**src/design/xoro_pkg.sv**
```systemverilog
// shared types and constants for the xoroshiro128+ generator
package xoro_pkg;

   localparam int unsigned WORD_W = 64;
   localparam int unsigned HALF_W = 32;
   localparam int unsigned WARM_W = 16;

   localparam logic [WARM_W-1:0] WARMUP_STEPS = 16'd1000;

   localparam logic [WORD_W-1:0] SM_GAMMA = 64'h9e3779b97f4a7c15;
   localparam logic [WORD_W-1:0] SM_MUL1  = 64'hbf58476d1ce4e5b9;
   localparam logic [WORD_W-1:0] SM_MUL2  = 64'h94d049bb133111eb;

   localparam logic ACT_GENERATE = 1'b0;
   localparam logic ACT_RESEED   = 1'b1;

   typedef enum logic [4:0] {
      S_BOOT,
      S_IDLE,
      S_ADD,
      S_MIX30,
      S_M1_LL,
      S_M1_HL,
      S_M1_LH,
      S_M1_END,
      S_MIX27,
      S_M2_LL,
      S_M2_HL,
      S_M2_LH,
      S_M2_END,
      S_STORE,
      S_WARM
   } ctrl_state_type;

   typedef enum logic [2:0] {
      Z_HOLD,
      Z_ADD_GAMMA,
      Z_MIX30,
      Z_MIX27,
      Z_MUL_LL,
      Z_MUL_HL,
      Z_MUL_LH,
      Z_MUL_END
   } z_op_type;

   typedef struct packed {
      logic     load_seed;
      logic     seed_zero;
      z_op_type z_op;
      logic     k_sel;
      logic     store_a;
      logic     store_b;
      logic     advance;
      logic     capture;
   } dp_cmd_type;

endpackage

```
**src/design/xoro_dp.sv**
```systemverilog
// datapath: state words, splitmix64 unit with shared 32x32 multiplier, result register
module xoro_dp import xoro_pkg::*; (
   input  logic              clock,
   input  dp_cmd_type        cmd,
   input  logic [WORD_W-1:0] seed_value,
   output logic [WORD_W-1:0] random_value
);

   logic [WORD_W-1:0] a_ff, a_in;
   logic [WORD_W-1:0] b_ff, b_in;
   logic [WORD_W-1:0] ctr_ff, ctr_in;
   logic [WORD_W-1:0] z_ff, z_in;
   logic [WORD_W-1:0] acc_ff, acc_in;
   logic [WORD_W-1:0] mul_ff, mul_in;
   logic [WORD_W-1:0] rsp_ff;

   logic [WORD_W-1:0] k_word;
   logic [HALF_W-1:0] mul_x, mul_y;
   logic [WORD_W-1:0] mul_p;
   logic [WORD_W-1:0] ctr_next;
   logic [WORD_W-1:0] mul_shift;
   logic [WORD_W-1:0] sm_out;
   logic [WORD_W-1:0] bx;
   logic [WORD_W-1:0] a_step, b_step;

   assign k_word    = cmd.k_sel ? SM_MUL2 : SM_MUL1;
   assign ctr_next  = ctr_ff + SM_GAMMA;
   assign mul_shift = {mul_ff[HALF_W-1:0], {HALF_W{1'b0}}};
   assign sm_out    = z_ff ^ (z_ff >> 31);

   // one xoroshiro128+ step
   assign bx     = b_ff ^ a_ff;
   assign a_step = {a_ff[8:0], a_ff[63:9]} ^ bx ^ (bx << 14);
   assign b_step = {bx[27:0], bx[63:28]};

   // low 64 bits of z * k from three partial products
   always_comb begin
      mul_x = z_ff[HALF_W-1:0];
      mul_y = k_word[HALF_W-1:0];
      case (cmd.z_op)
         Z_MUL_HL: begin
            mul_x = z_ff[WORD_W-1:HALF_W];
         end
         Z_MUL_LH: begin
            mul_y = k_word[WORD_W-1:HALF_W];
         end
         default: begin
         end
      endcase
   end

   assign mul_p = WORD_W'(mul_x) * WORD_W'(mul_y);

   always_comb begin
      ctr_in = ctr_ff;
      z_in   = z_ff;
      acc_in = acc_ff;
      mul_in = mul_ff;
      case (cmd.z_op)
         Z_HOLD: begin
         end
         Z_ADD_GAMMA: begin
            ctr_in = ctr_next;
            z_in   = ctr_next;
         end
         Z_MIX30: begin
            z_in = z_ff ^ (z_ff >> 30);
         end
         Z_MIX27: begin
            z_in = z_ff ^ (z_ff >> 27);
         end
         Z_MUL_LL: begin
            mul_in = mul_p;
         end
         Z_MUL_HL: begin
            acc_in = mul_ff;
            mul_in = mul_p;
         end
         Z_MUL_LH: begin
            acc_in = acc_ff + mul_shift;
            mul_in = mul_p;
         end
         Z_MUL_END: begin
            z_in = acc_ff + mul_shift;
         end
         default: begin
         end
      endcase
      if (cmd.load_seed) begin
         ctr_in = cmd.seed_zero ? '0 : seed_value;
      end
   end

   always_comb begin
      a_in = a_ff;
      b_in = b_ff;
      if (cmd.advance) begin
         a_in = a_step;
         b_in = b_step;
      end
      if (cmd.store_a) begin
         a_in = sm_out;
      end
      if (cmd.store_b) begin
         b_in = sm_out;
      end
   end

   always_ff @(posedge clock) begin
      a_ff   <= a_in;
      b_ff   <= b_in;
      ctr_ff <= ctr_in;
      z_ff   <= z_in;
      acc_ff <= acc_in;
      mul_ff <= mul_in;
      if (cmd.capture) begin
         rsp_ff <= a_ff + b_ff;
      end
   end

   assign random_value = rsp_ff;

endmodule

```
**src/design/xoro_ctrl.sv**
```systemverilog
// controller: handshakes, seeding sequence and warm-up counter
module xoro_ctrl import xoro_pkg::*; (
   input  logic       clock,
   input  logic       reset,
   input  logic       req_valid,
   input  logic       req_action,
   output logic       req_stall,
   output logic       rsp_valid,
   input  logic       rsp_stall,
   output dp_cmd_type cmd
);

   ctrl_state_type    state_ff, state_in;
   logic              word_ff, word_in;
   logic [WARM_W-1:0] warm_ff, warm_in;
   logic              rsp_valid_ff, rsp_valid_in;
   logic              req_take;

   assign req_stall = (state_ff != S_IDLE) || (rsp_valid_ff && rsp_stall);
   assign req_take  = req_valid && !req_stall;

   always_ff @(posedge clock) begin
      if (reset) begin
         state_ff     <= S_BOOT;
         word_ff      <= 1'b0;
         warm_ff      <= '0;
         rsp_valid_ff <= 1'b0;
      end else begin
         state_ff     <= state_in;
         word_ff      <= word_in;
         warm_ff      <= warm_in;
         rsp_valid_ff <= rsp_valid_in;
      end
   end

   always_comb begin
      state_in      = state_ff;
      word_in       = word_ff;
      warm_in       = warm_ff;
      rsp_valid_in  = rsp_valid_ff && rsp_stall;
      cmd           = '0;
      cmd.z_op      = Z_HOLD;
      case (state_ff)
         S_BOOT: begin
            cmd.load_seed = 1'b1;
            cmd.seed_zero = 1'b1;
            word_in       = 1'b0;
            state_in      = S_ADD;
         end
         S_IDLE: begin
            if (req_take) begin
               case (req_action)
                  ACT_GENERATE: begin
                     cmd.capture  = 1'b1;
                     cmd.advance  = 1'b1;
                     rsp_valid_in = 1'b1;
                  end
                  ACT_RESEED: begin
                     cmd.load_seed = 1'b1;
                     word_in       = 1'b0;
                     state_in      = S_ADD;
                  end
                  default: begin
                  end
               endcase
            end
         end
         S_ADD: begin
            cmd.z_op = Z_ADD_GAMMA;
            state_in = S_MIX30;
         end
         S_MIX30: begin
            cmd.z_op = Z_MIX30;
            state_in = S_M1_LL;
         end
         S_M1_LL: begin
            cmd.z_op = Z_MUL_LL;
            state_in = S_M1_HL;
         end
         S_M1_HL: begin
            cmd.z_op = Z_MUL_HL;
            state_in = S_M1_LH;
         end
         S_M1_LH: begin
            cmd.z_op = Z_MUL_LH;
            state_in = S_M1_END;
         end
         S_M1_END: begin
            cmd.z_op = Z_MUL_END;
            state_in = S_MIX27;
         end
         S_MIX27: begin
            cmd.z_op = Z_MIX27;
            state_in = S_M2_LL;
         end
         S_M2_LL: begin
            cmd.z_op  = Z_MUL_LL;
            cmd.k_sel = 1'b1;
            state_in  = S_M2_HL;
         end
         S_M2_HL: begin
            cmd.z_op  = Z_MUL_HL;
            cmd.k_sel = 1'b1;
            state_in  = S_M2_LH;
         end
         S_M2_LH: begin
            cmd.z_op  = Z_MUL_LH;
            cmd.k_sel = 1'b1;
            state_in  = S_M2_END;
         end
         S_M2_END: begin
            cmd.z_op  = Z_MUL_END;
            cmd.k_sel = 1'b1;
            state_in  = S_STORE;
         end
         S_STORE: begin
            if (!word_ff) begin
               cmd.store_a = 1'b1;
               word_in     = 1'b1;
               state_in    = S_ADD;
            end else begin
               cmd.store_b = 1'b1;
               warm_in     = WARMUP_STEPS;
               state_in    = (WARMUP_STEPS == '0) ? S_IDLE : S_WARM;
            end
         end
         S_WARM: begin
            cmd.advance = 1'b1;
            warm_in     = warm_ff - WARM_W'(1);
            if (warm_ff == WARM_W'(1)) begin
               state_in = S_IDLE;
            end
         end
         default: begin
            state_in = S_BOOT;
         end
      endcase
   end

   assign rsp_valid = rsp_valid_ff;

endmodule

```
**src/design/xoroshiro128_plus_prng.sv**
```systemverilog
// top level of the xoroshiro128+ generator with splitmix64 seeding
//
//  channel   ports                                  direction
//  request   req_valid req_stall req_action         in  (req_stall out)
//            req_seed_value
//  response  rsp_valid rsp_stall rsp_random_value   out (rsp_stall in)
//
// back-to-back generates give one number per cycle while the receiver does not hold rsp_stall
// a reseed request loads the seed, runs splitmix64 for two words (each 12 controller
// states, S_ADD to S_STORE, on the shared 32x32 multiplier) and then WARMUP_STEPS
// warm-up steps of the generator
// after reset the block seeds itself from seed zero the same way before
// it takes a request
// a pending response sits in the output register; requests stall only while it is
// held by rsp_stall or while seeding or warm-up runs
module xoroshiro128_plus_prng import xoro_pkg::*; (
   input  logic              clock,
   input  logic              reset,
   input  logic              req_valid,
   output logic              req_stall,
   input  logic              req_action,
   input  logic [WORD_W-1:0] req_seed_value,
   output logic              rsp_valid,
   input  logic              rsp_stall,
   output logic [WORD_W-1:0] rsp_random_value
);

   dp_cmd_type cmd;

   xoro_ctrl u_ctrl (
      .clock      (clock),
      .reset      (reset),
      .req_valid  (req_valid),
      .req_action (req_action),
      .req_stall  (req_stall),
      .rsp_valid  (rsp_valid),
      .rsp_stall  (rsp_stall),
      .cmd        (cmd)
   );

   xoro_dp u_dp (
      .clock        (clock),
      .cmd          (cmd),
      .seed_value   (req_seed_value),
      .random_value (rsp_random_value)
   );

endmodule

```
**config.mk**
```make
export PLATFORM = sky130hd
export DESIGN_NAME = xoroshiro128_plus_prng
export DESIGN_NICKNAME = d
export VERILOG_FILES = /design/src/design/xoro_pkg.sv /design/src/design/xoro_dp.sv /design/src/design/xoro_ctrl.sv /design/src/design/xoroshiro128_plus_prng.sv
export SDC_FILE = /design/constraint.sdc
export NUM_CORES = 2
export LEC_CHECK = 0
export ABC_AREA = 1
export BUFFER_PORTS_ARGS = -buffer_cell sky130_fd_sc_hd__buf_2
export CORE_MARGIN = 8
export CORE_UTILIZATION = 45
export CTS_CLUSTER_DIAMETER = 200
export DETAILED_ROUTE_END_ITERATION = 8
export PLACE_DENSITY = 0.63
export SKIP_LAST_GASP = 1
export SYNTH_ARGS = -nofsm -noshare
export SYNTH_HDL_FRONTEND = slang
export SYNTH_SLANG_ARGS = --single-unit
```
**constraint.sdc**
```tcl
create_clock -name clock -period 23.5 [get_ports clock]
set_input_delay 0 -clock clock [delete_from_list [all_inputs] [get_ports clock]]
set_output_delay 0 -clock clock [all_outputs]
set_load 0.02 [all_outputs]
```
; ---- Word-level counts from Yosys, hierarchy flattened
; Index checks and enable logic that the tools add are counted.
[totals]
regBits = 471
input_bits = 69
out_inout_bits = 66
[op_classes]
addsub = 4
multipliers = 1
n_eq_ne = 27
mux = 38
bitwise = 6
reduce_logical = 21
[ops]
columns = op, n
row1 = 64-bit 2-to-1 mux, 7
row2 = 64-bit one-hot mux with 4 select lines, 1
row3 = 64-bit bitwise XOR, 3
row4 = 64-bit adder, 2
row5 = 64-bit one-hot mux with 2 select lines, 1
row6 = 5-bit one-hot mux with 15 select lines, 1
row7 = "64-bit adder, second input constant", 1
row8 = 32-bit by 32-bit multiplier with 64-bit output, 1
row9 = 32-bit 2-to-1 mux, 2
row10 = 64-bit by 33-bit bitwise XOR with 64-bit output, 1
row11 = 64-bit by 34-bit bitwise XOR with 64-bit output, 1
row12 = 64-bit by 37-bit bitwise XOR with 64-bit output, 1
row13 = 62-bit 2-to-1 mux, 1
row14 = "5-bit by 4-bit equality test with 1-bit output, second input constant", 7
row15 = 16-bit one-hot mux with 2 select lines, 1
row16 = 3-bit one-hot mux with 7 select lines, 1
row17 = "5-bit by 3-bit equality test with 1-bit output, second input constant", 4
row18 = "16-bit by 1-bit equality test with 1-bit output, second input constant", 1
row19 = 16-bit 2-to-1 mux, 1
row20 = "16-bit by 1-bit subtractor with 16-bit output, second input constant", 1
row21 = 5-bit 2-to-1 mux, 3
row22 = "3-bit equality test, second input constant", 4
row23 = 1-bit 2-to-1 mux, 12
row24 = "5-bit by 2-bit equality test with 1-bit output, second input constant", 2
row25 = 22 further kinds, 37

; ---- Longest topological paths before layout
[logic_depth]
word_depth = 8
ltp_mapped = 40
mapped_depth_nobuf = 38

; ---- Cells and area by module
; Synthesis repeated with hierarchy kept, for this count alone.
[unflattened]
hier_cells = 7991
area_unflattened_um2 = 62630.1
[modules_own_cells]
columns = module, n_inst, cells_per_inst, area_each_um2, seq_area_each_um2
row1 = xoro_dp, 1, 7755, 61213.7, 13452.9
row2 = xoro_ctrl, 1, 236, 1416.4, 440.4

; ---- Worst setup path before layout
; Ideal clock, no wire load.
[synth_timing]
path_kind = reg2reg
start = register u_ctrl.state_ff[3]
end = register u_dp.mul_ff[61] (data pin)
setup_ns = 0.252
t_arrival_ns = 7.922
required_time_ns = 23.248
slack_ns = 15.325
stages_incl_launch_ff = 35
path_buffers = 4
path_cell_list = dfxtp_1 > inv_2 > nor2_2 > inv_1 > nor2_1 > a21oi_1 > clkbuf_1 > clkbuf_1 > ha_1 > inv_1 > buf_1 > clkbuf_1 > nor2_1 > fa_1 > inv_1 > fa_1 > fa_1 > inv_1 > fa_1 > fa_1 > fa_1 > fa_1 > inv_1 > fa_1 > inv_1 > ha_1 > nand2_1 > nor2_1 > inv_1 > nor3_1 > nand2_1 > nor3_1 > nand2_1 > nand3_1 > nand2_1
[synth_between]
elab_chain_len = 6
[synth_rtl]
columns = element, line
row1 = "start, declared", xoro_ctrl.sv:13  ; ctrl_state_type state_ff, state_in;
row2 = "start signal, assigned", xoro_ctrl.sv:29  ; state_ff <= state_in;
row3 = 5-bit by 3-bit equality test with 1-bit output / 5-bit by 4-bit equality test with 1-bit output (equally long branches), xoro_ctrl.sv:43  ; case (state_ff)
row4 = 2-bit OR reduction (no source line) / 4-bit OR reduction (equally long branches), --
row5 = 3-bit one-hot mux with 7 select lines / 1-bit 2-to-1 mux (equally long branches), xoro_ctrl.sv:43
row6 = 3-bit equality test / 62-bit 2-to-1 mux (equally long branches), "xoro_dp.sv:40, xoro_dp.sv:26"
row7 = 32-bit 2-to-1 mux, xoro_dp.sv:40  ; case (cmd.z_op)
row8 = 32-bit by 32-bit multiplier with 64-bit output (*), xoro_dp.sv:52  ; assign mul_p = WORD_W'(mul_x) * WORD_W'(mul_y);
row9 = net u_dp.mul_p[61], xoro_dp.sv:19  ; logic [WORD_W-1:0] mul_p;
row10 = "end signal, assigned", xoro_dp.sv:115  ; mul_ff <= mul_in;
row11 = "end, declared", xoro_dp.sv:14  ; logic [WORD_W-1:0] mul_ff, mul_in;
; The timed path passes the listed nets; every way through them passes the cells marked *.
; A chain may end at the register's enable or synchronous reset.

; ---- Worst setup path in the final report
[layout_timing]
start = register u_ctrl.state_ff[3]
end = register u_dp.mul_ff[57] (data pin)
; The elaborated chain is that of the path after synthesis.

==> flow_metrics.py <==
metrics = {
    "routing": {
        "via_count": 53930,
        "routed_wirelength_um": 258300,
        "avgRoutedWirePerCell_um": 26.43,
        "drc_errors": 0,
        "routed_via_density": 5.518,
        "drt-initial-drc-count": 5849,
        "antenna_left": 0,
        "drtPass1Iterations": 8,
    },
    "synth": {
        "syn-num-nets": 9151,
        "yosys.area_share.simple_pct": 19.98,
        "synth_top_family_by_area": "adder cells",
        "async_flop_share_pct": 0,
        "synth_xor_area_share_pct": 4.163,
        "synth_mux_area_share_pct": 0,
        "synth_cells": 7827,
        "synth-edff-count": 448,
        "synth_fa_ha_area_share_pct": 34.73,
        "avgSynthCellArea_um2": 7.983,
        "synth_compound_area_share_pct": 7.029,
        "ys.flop_type": "edfxtp_1",
        "seq_area_frac_synth_pct": 22.24,
        "netlist_area_um2": 62480,
        "synth-seq-cells": 470,
        "synth-warning-count": 0,
        "ys_types": 55,
    },
    "min_path": {
        "hold_depth": 5,
        "hp-start": "req_valid",
        "hold_path_class": "in2reg",
        "worstHoldEndpoint": "u_ctrl.state_ff[1]",
    },
    "floorplanning": {
        "row_count": 136,
        "start_util_pct": 45.39,
        "die_x_um": 388.6,
        "core-area_um2": 137700,
        "dieArea_um2": 151000,
        "die_y_um": 388.6,
        "io_pins": 135,
    },
    "timing": {
        "finalSetupViolations": 0,
        "finalMaxSlewViolations": 0,
        "fin_skew_ps": 48.18,
        "setup_tns_ps": 0,
        "fmax_mhz": 92.37,
        "hold_viol_final": 0,
        "max_slew_margin_pct": 17.71,
        "rsz0062_at_grt": "no",
        "tightest_slew_ps": 1227,
        "post-route-min-period_ps": 10830,
        "min_period_over_period_pct": 46.07,
    },
    "clocking": {
        "cts_sinks": 470,
        "cts_setup_buffers": 0,
        "ctsLongestPathBuffers": 3,
        "clkTransAtPathRegs_ps": 70,
        "cts_max_level": 2,
        "cts_tree": "built",
        "cts_made_buffers": 58,
        "clk_latency_ps": 690,
        "cts_root_buf": "clkbuf_16",
    },
    "setup_path": {
        "reg2reg_slack_ps": 12670,
        "worstPathMaxFanout": 50,
        "cpLargestDelayFamily": "adder cells",
        "worstPathRequired_ps": 23940,
        "cp-start-kind": "register",
        "crit_buf_inv": 8,
        "crit_path_frequent_cell": "fa_1",
        "critPathSlowestCell": "clkinv_1",
        "critPathMaxStageDelay_ps": 1180,
        "rr_worst_depth": 32,
        "arrival_ps": 11270,
        "reg2reg_to": "u_dp.mul_ff[57]",
        "r2r-start": "u_ctrl.state_ff[3]",
        "worst-setup-path-type": "reg2reg",
        "worst_setup_path_end_kind": "register",
    },
    "layout": {
        "fillCellCount": 13710,
        "finalNetCount": 9256,
        "synthToLayoutAreaGrowth_pct": 8.280,
        "drive_gt1_share_pct": 4.988,
        "stdcell_count": 9774,
        "seq_area_um2": 13890,
        "multi_input_area_um2": 41290,
    },
    "place": {
        "dp_cells": 9598,
        "port_buffers": 134,
        "gp_congestion": 1.002,
        "hpwl_um": 217800,
    },
    "global_routing": {
        "grt_pass1_vias": 54880,
        "grtUsageTotal_pct": 33.54,
        "grt_max_degree": 104,
        "grt_antenna_before_repair": 5,
        "grt.overflow.total": 0,
        "grt_pass1_wl_um": 373500,
    },
    "flow_run": {
        "maxCapViolCount": 0,
    },
    "run_status": {
        "status": "complete, no violations",
    },
}
layer usage:
metal / GRT usage [%] / share of wire (%) / wire length [um]
met5: 0 / 0.0081 / 21
met4: 19.96 / 7.6 / 19650
met3: 4.845 / 7.1 / 18470
met2: 54.76 / 46 / 118700
met1: 42.31 / 39 / 101400
cells in the mapped netlist (87+ instances only):
library cell     n  area share (%)
ha_1           456             9.1
nand3_1        319             2.6
nand2_1       1846              11
inv_1         1687              10
xnor2_1         87             1.2
fa_1           799              26
clkbuf_1       151            0.91
a21oi_1        269             2.2
nor2_1         774             4.6
edfxtp_1       448              22
xor2_1         210             2.9
o21ai_0        302             2.4
per-stage QoR:
step / setup WS [ps] / hold WS, ps / utilization, % / instance area, um^2
after global placement: 12930 / 273.3 / 47.22 / 65000
final: 12670 / 70.37 / 49.15 / 67650
after global routing: 12310 / 141.2 / 49.14 / 67650
after detailed placement: 12840 / 281.7 / 47.22 / 65000
after CTS: 12820 / 64.42 / 49.14 / 67650
after floorplan: 15330 / 78.47 / - / 62480
repair_timing:
item,in CTS,in global routing
gates resized for setup,0,0
hold endpoints to repair,85,0
hold buffers,68,0
endpoints found under the setup margin,0,0
kinds of logic (layout without fill, tap and decap cells):
family | Yosys count | in the layout
simple gates | 3109 | 3109
buf+inv | 1934 | 2086
fa+ha+maj | 1255 | 1255
compound gates | 762 | 762
flops | 470 | 470
xor+xnor | 297 | 297
other cells | 0 | 1
flip-flops by register name, indices dropped and copies added (netlist names):
register / cells
u_ctrl.rsp_valid: 1
u_ctrl.state_ff: 4
u_ctrl.warm_ff: 16
u_ctrl.word_ff: 1
u_dp.a_ff: 64
u_dp.acc_ff: 64
u_dp.b_ff: 64
u_dp.ctr_ff: 64
u_dp.mul_ff: 64
u_dp.random_value: 64
u_dp.z_ff: 64
layout by cell type, fill, tap and decap left out, types with 6 or more instances in the layout:
cell type      count
edfxtp_1         448
buf_2            134
clkbuf_1           7
xnor2_1           87
a21o_1            14
nand2_1         1846
inv_2             25
nand3_1          318
clkbuf_16         61
fa_1             799
bufinv_16          6
o21bai_1          25
o21ai_2           24
dlygate4sd3_1     68
dfxtp_1           22
nand3b_1          19
clkinv_1          14
a22oi_1           14
ha_1             456
o21ai_0          301
nor2_2            28
nor3_1            47
o221ai_1          34
inv_1           1686
o211ai_1          14
xor2_1           210
or2_2             10
a22o_1             8
a21oi_1          267
clkinv_2          10
o21ai_1            8
nor2_4             9
nand4_1           46
nor2_1           768
buf_4             59
a221oi_1          13
how the worst max path moves through the flow:
stage | from | endpoint | cells past startpoint
2_1_floorplan | u_ctrl.state_ff[3] | u_dp.mul_ff[61] | 34
4_1_cts | u_ctrl.state_ff[3] | u_dp.mul_ff[57] | 32
5_1_grt | u_ctrl.state_ff[3] | u_dp.mul_ff[55] | 31
6_report | u_ctrl.state_ff[3] | u_dp.mul_ff[57] | 32
3_5_place_dp | u_ctrl.state_ff[2] | u_dp.mul_ff[57] | 31
3_3_place_gp | u_ctrl.state_ff[2] | u_dp.mul_ff[57] | 31
tightest hold or removal path, delay by kind of cell:
| family | cells | cell delay (ps) |
|---|---|---|
| buffers and inverters | 2 | 140 |
| and+or+nand+nor | 1 | 200 |
| AOI/OAI and AO/OA | 2 | 360 |
final cells by class:
cell class	instances	share of cell area (%)
inverter	1718	9.543
timing repair buffer	261	2.652
clock inverter	35	0.5345
antenna	1	0.003699
tap	1794	3.318
sequential	470	20.54
clock buffer	72	2.376
multi-input combinational	5423	61.04
Power is left out: the tool's default activity adds up to more than one toggle a clock period on the data nets, which glitch-free logic cannot reach.
